===== src/design/mmnb_pkg.sv =====
// Package for the frame min-max normalizer: field widths, start values,
// command and state codes, and the divider handshake types.
// No dependencies.
`default_nettype none
package mmnb_pkg;

   localparam int SAMPLE_W   = 16;
   localparam int EXT_W      = 17;
   localparam int INDEX_W    = 12;
   localparam int PIXEL_W    = 8;
   localparam int NUM_W      = 24;
   localparam int QUO_STEPS  = 8;
   localparam int STEP_W     = $clog2(QUO_STEPS);

   localparam int REQ_DATA_W = 32;
   localparam int REQ_USER_W = 2;
   localparam int RSP_DATA_W = 8;
   localparam int RSP_USER_W = 1;

   localparam logic signed [EXT_W-1:0] MIN_START = 17'sd65535;
   localparam logic signed [EXT_W-1:0] MAX_START = -17'sd65535;

   localparam logic CMD_LOAD = 1'b0;
   localparam logic CMD_READ = 1'b1;

   typedef enum logic [1:0] {
      ST_IDLE,
      ST_FETCH,
      ST_DIVIDE,
      ST_EMIT
   } state_type;

   typedef struct packed {
      logic                  start;
      logic [NUM_W-1:0]      num;
      logic [SAMPLE_W-1:0]   den;
   } div_req_type;

   typedef struct packed {
      logic                  done;
      logic [PIXEL_W-1:0]    quotient;
   } div_rsp_type;

endpackage
`default_nettype wire


===== src/design/mmnb_div.sv =====
// Restoring divider, one quotient bit per cycle, for quotients below 256.
// Depends on mmnb_pkg.
`default_nettype none
module mmnb_div (
   input  wire logic                 clock,
   input  wire logic                 reset,
   input  wire mmnb_pkg::div_req_type req,
   output mmnb_pkg::div_rsp_type     rsp
);
   import mmnb_pkg::*;

   logic                 busy_ff, busy_in;
   logic                 done_ff, done_in;
   logic [STEP_W-1:0]    step_ff, step_in;
   logic [SAMPLE_W-1:0]  rem_ff, rem_in;
   logic [PIXEL_W-1:0]   low_ff, low_in;
   logic [SAMPLE_W-1:0]  den_ff, den_in;
   logic [SAMPLE_W:0]    trial;
   logic                 qbit;

   always_comb begin
      trial   = {rem_ff, low_ff[PIXEL_W-1]};
      qbit    = trial >= {1'b0, den_ff};
      busy_in = busy_ff;
      done_in = 1'b0;
      step_in = step_ff;
      rem_in  = rem_ff;
      low_in  = low_ff;
      den_in  = den_ff;
      if (req.start) begin
         busy_in = 1'b1;
         step_in = '0;
         rem_in  = req.num[NUM_W-1:PIXEL_W];
         low_in  = req.num[PIXEL_W-1:0];
         den_in  = req.den;
      end else if (busy_ff) begin
         rem_in  = qbit ? SAMPLE_W'(trial - {1'b0, den_ff}) : trial[SAMPLE_W-1:0];
         low_in  = {low_ff[PIXEL_W-2:0], qbit};
         step_in = step_ff + STEP_W'(1);
         if (step_ff == STEP_W'(QUO_STEPS - 1)) begin
            busy_in = 1'b0;
            done_in = 1'b1;
         end
      end
   end

   always_ff @(posedge clock) begin
      if (reset) begin
         busy_ff <= 1'b0;
         done_ff <= 1'b0;
         step_ff <= '0;
      end else begin
         busy_ff <= busy_in;
         done_ff <= done_in;
         step_ff <= step_in;
      end
      rem_ff <= rem_in;
      low_ff <= low_in;
      den_ff <= den_in;
   end

   assign rsp = '{done: done_ff, quotient: low_ff};

endmodule
`default_nettype wire


===== config.mk =====
export PLATFORM = sky130hd
export DESIGN_NAME = mmnb_div
export DESIGN_NICKNAME = d
export VERILOG_FILES = /design/src/design/mmnb_pkg.sv /design/src/design/mmnb_div.sv
export SDC_FILE = /design/constraint.sdc
export NUM_CORES = 1
export LEC_CHECK = 0
export BUFFER_PORTS_ARGS = -buffer_cell sky130_fd_sc_hd__buf_2
export CORE_MARGIN = 2
export CORE_UTILIZATION = 56
export DETAILED_ROUTE_END_ITERATION = 8
export PLACE_DENSITY_LB_ADDON = 0.3
export SYNTH_ARGS = -nofsm -noshare
export SYNTH_HDL_FRONTEND = slang
export SYNTH_SLANG_ARGS = --single-unit

===== constraint.sdc =====
create_clock -name clock -period 2.6 [get_ports clock]
set_input_delay 0.26 -clock clock [delete_from_list [all_inputs] [get_ports clock]]
set_output_delay 0.26 -clock clock [all_outputs]
set_load 0.01 [all_outputs]

==> impl_metrics.json <==
{
  "hold_viol_final": 0,
  "track_usage": 0.2520,
  "rsz0062_at_grt": "yes",
  "synth-compound-area-share": 0.2148,
  "clock_path_buffers": 2,
  "vias": 2412,
  "max_slew.worst_pin.slew_ns": 0.6535,
  "numCtsBuffers": 5,
  "drc": 0,
  "synth_area_mm2": 0.002959,
  "fmax_mhz": 396.0,
  "synth.most_common_cell": "edfxtp_1",
  "initial_utilization": 0.5794,
  "startpoint_type": "register",
  "synth_top_area_frac": 0.4059,
  "cts_tree": "built",
  "fin_nets": 395,
  "path_cells": "ha_1 -> and3_1 -> nand2_2 -> nor3_2 -> o31a_2 -> nor3_1 -> o31a_1",
  "period_share": 0.9712,
  "via_per_inst": 5.970,
  "ys.flop_type": "edfxtp_1",
  "cts-root-buf": "clkbuf_8",
  "crit_slowest_cell": "edfxtp_1",
  "ir_worst_vdd_v": 0.0005005,
  "critical_path_arrival_ns": 2.59,
  "synth.distinct_cells": 60,
  "finalMaxSlewViolations": 0,
  "postSynthAreaPerCell_um2": 10.76,
  "path_buf_inv": 0,
  "fin_crit_ns": 2.525,
  "netlist_instances": 275,
  "coreArea_mm2": 0.005107,
  "clk_latency_ns": 0.30,
  "dpl_worst_slack_ns": -0.01913,
  "powerDensity_mw_per_mm2": 824.5,
  "status": "completed",
  "dp_hpwl_um": 5297,
  "wl_um": 7028,
  "drive_gt1_frac": 0.3174,
  "area_delta_synth_final_pct": 16.07,
  "worstReg2RegStart": "rem_ff[7]",
  "hold_end": "den_ff[14]",
  "die_w_um": 76.69,
  "synth_top_area_cell": "edfxtp_1",
  "grt-ovfl-total": 0,
  "total_power_mw": 2.832,
  "die_area_mm2": 0.005881,
  "antenna_left": 0,
  "max_stage_delay_ns": 0.42,
  "clock-sinks": 45,
  "yosys-top-cells-area": "edfxtp_1 41%, ha_1 7.6%, dfxtp_1 3.4%",
  "hold_slack_ns": 0.1265,
  "ys_ff_latch": 45,
  "endpoint_kind": "register",
  "antennaDiodeCount": 0,
  "crit_type": "reg -> reg",
  "grt_pass1_vias": 2509,
  "synth-edff-count": 40,
  "layout_setup_ws_ns": 0.07480,
  "routedWlPerCell_um": 17.40,
  "setup-tns-final_ns": 0,
  "io_pins": 52,
  "yosysSeqAreaShare": 0.4397,
  "core.rowCount": 26,
  "antenna_found_initial": 0,
  "first_iter_violations": 172,
  "portBuffers": 51,
  "cts.htree.levels": 2,
  "holdBufCountCts": 0,
  "synthXorXnorAreaFrac": 0.03256,
  "synth.area.mux_share": 0.04397,
  "crit_fanout": 9,
  "regToRegSetupSlack_ns": 0.07,
  "yosys.area_share.simple": 0.1298,
  "hold_start": "req[14]",
  "finalClockSkew_ns": 0.003062,
  "max_slew_margin": 0.5639,
  "reg2reg_depth": 7,
  "cpLargestDelayFamily": "simple AND/OR/NAND/NOR gates",
  "grt_start_max_net_pins": 25,
  "cp.required_ns": 2.66,
  "leakage_nw": 1.403,
  "multi_input_area_mm2": 0.001511,
  "setup_viol": 0,
  "synthesis.nets": 337,
  "min_path_type": "in -> reg",
  "r2r_end": "rem_ff[0]",
  "synthAdderAreaFrac": 0.08288,
  "synth_top_family_by_area": "compound AO/OA/AOI/OAI gates",
  "grt_pass1_wl_um": 11670,
  "drv_cap": 0,
  "async_reset_ff_frac": 0,
  "holdPathStages": 1,
  "synth_commonest_cells": "40 x edfxtp_1, 21 x inv_1, 20 x nand2_1",
  "fill_cells": 422,
  "register_area_mm2": 0.001301,
  "drt-pass1-iter-count": 5,
  "gp_congestion": 0.9520,
  "die_height_um": 76.69,
  "yosys_warnings": 0,
  "clkSlewWorstSetupHoldPaths_ns": 0.09
}
==> layer usage <==
metal / wire length (um) / global-route usage
met2: 3509 / 0.4211
met4: 129 / 0.1000
met5: 0 / 0
met1: 2936 / 0.3160
met3: 452 / 0.05882
==> worst register-to-register path, stage by stage, from the launching register on <==
cell,delay (ns)
edfxtp_1,0.42
ha_1,0.38
and3_1,0.31
nand2_2,0.16
nor3_2,0.31
o31a_2,0.36
nor3_1,0.10
o31a_1,0.24
==> worst max-delay path by stage <==
stage / slack (ns) / cells after the start / startpoint / endpoint
after global placement: 0.11 / 10 / low_ff[7] / rem_ff[12]
after CTS: 0.02 / 10 / low_ff[7] / rem_ff[12]
after floorplan: 0.19 / 10 / low_ff[7] / rem_ff[12]
after global routing: -0.02 / 7 / rem_ff[7] / rem_ff[0]
final: 0.07 / 7 / rem_ff[7] / rem_ff[0]
after detailed placement: -0.02 / 10 / low_ff[7] / rem_ff[12]
==> final cells by class <==
class	instances	share of cell area
Inverter	21	0.02295
Tap cell	70	0.02550
Sequential cell	45	0.3789
Timing Repair Buffer	66	0.1071
Clock inverter	2	0.004372
Clock buffer	6	0.02113
Multi-Input combinational cell	194	0.4401
==> cell families after synthesis <==
family          Yosys count
buf+inv                  36
flops                    45
xor+xnor                 11
mux                      12
compound gates           80
simple gates             72
fa+ha+maj                19
==> through the flow <==
step                  util  cells  cell area [um^2]
finish              0.6725    404              3435
detailed placement  0.6499    395              3319
global placement    0.6499    395              3319
floorplan                -    275              2959
global route        0.6725    404              3435
CTS                 0.6683    403              3413
==> sequential cells by signal, summed over array words and instances, names as in the netlist <==
register  cells
busy_ff       1
den_ff       16
done_ff       1
low_ff        8
rem_ff       16
step_ff       3
==> power by group <==
| group | internal, mW | leakage (nW) | total [mW] | switching, mW |
|---|---|---|---|---|
| clock network | 0.190 | 0.0374 | 0.436 | 0.246 |
| logic | 0.581 | 0.926 | 1.38 | 0.803 |
| registers | 0.939 | 0.440 | 1.01 | 0.0732 |
| total | 1.71 | 1.40 | 2.83 | 1.12 |
==> cell usage in the layout (no fill, tap or decap), types with 2 or more instances in the layout <==
master       n
and3_1       2
o221ai_1     4
o21a_1       2
nor4_1       2
o21ai_0      5
dfxtp_1      5
o21ai_2      3
nor2_1       8
and2_1       2
a41oi_1      2
nand2b_1     5
nand2_2      2
buf_4       15
ha_1        18
xor2_1       3
mux2i_1      4
a31oi_1      7
nor3_1       9
buf_2       51
o211ai_1     5
a21oi_1     14
nor2b_1      2
clkinvlp_4   2
edfxtp_1    40
xnor2_1      8
a211oi_1     2
nand2_1     20
o21ai_1      6
o311ai_2     4
mux2_2       8
nand4_1      6
a21o_1       5
o31ai_1      2
inv_1       21
a21oi_2      2
a211oi_2     2
nand3_1      6
clkbuf_8     5
==> repair_timing <==
action	CTS	global route
gates cloned	0	0
setup buffers	0	1
setup endpoints to repair	1	11
resized for setup	1	3
pin swaps	0	2
(Power assumes the default switching activity.)
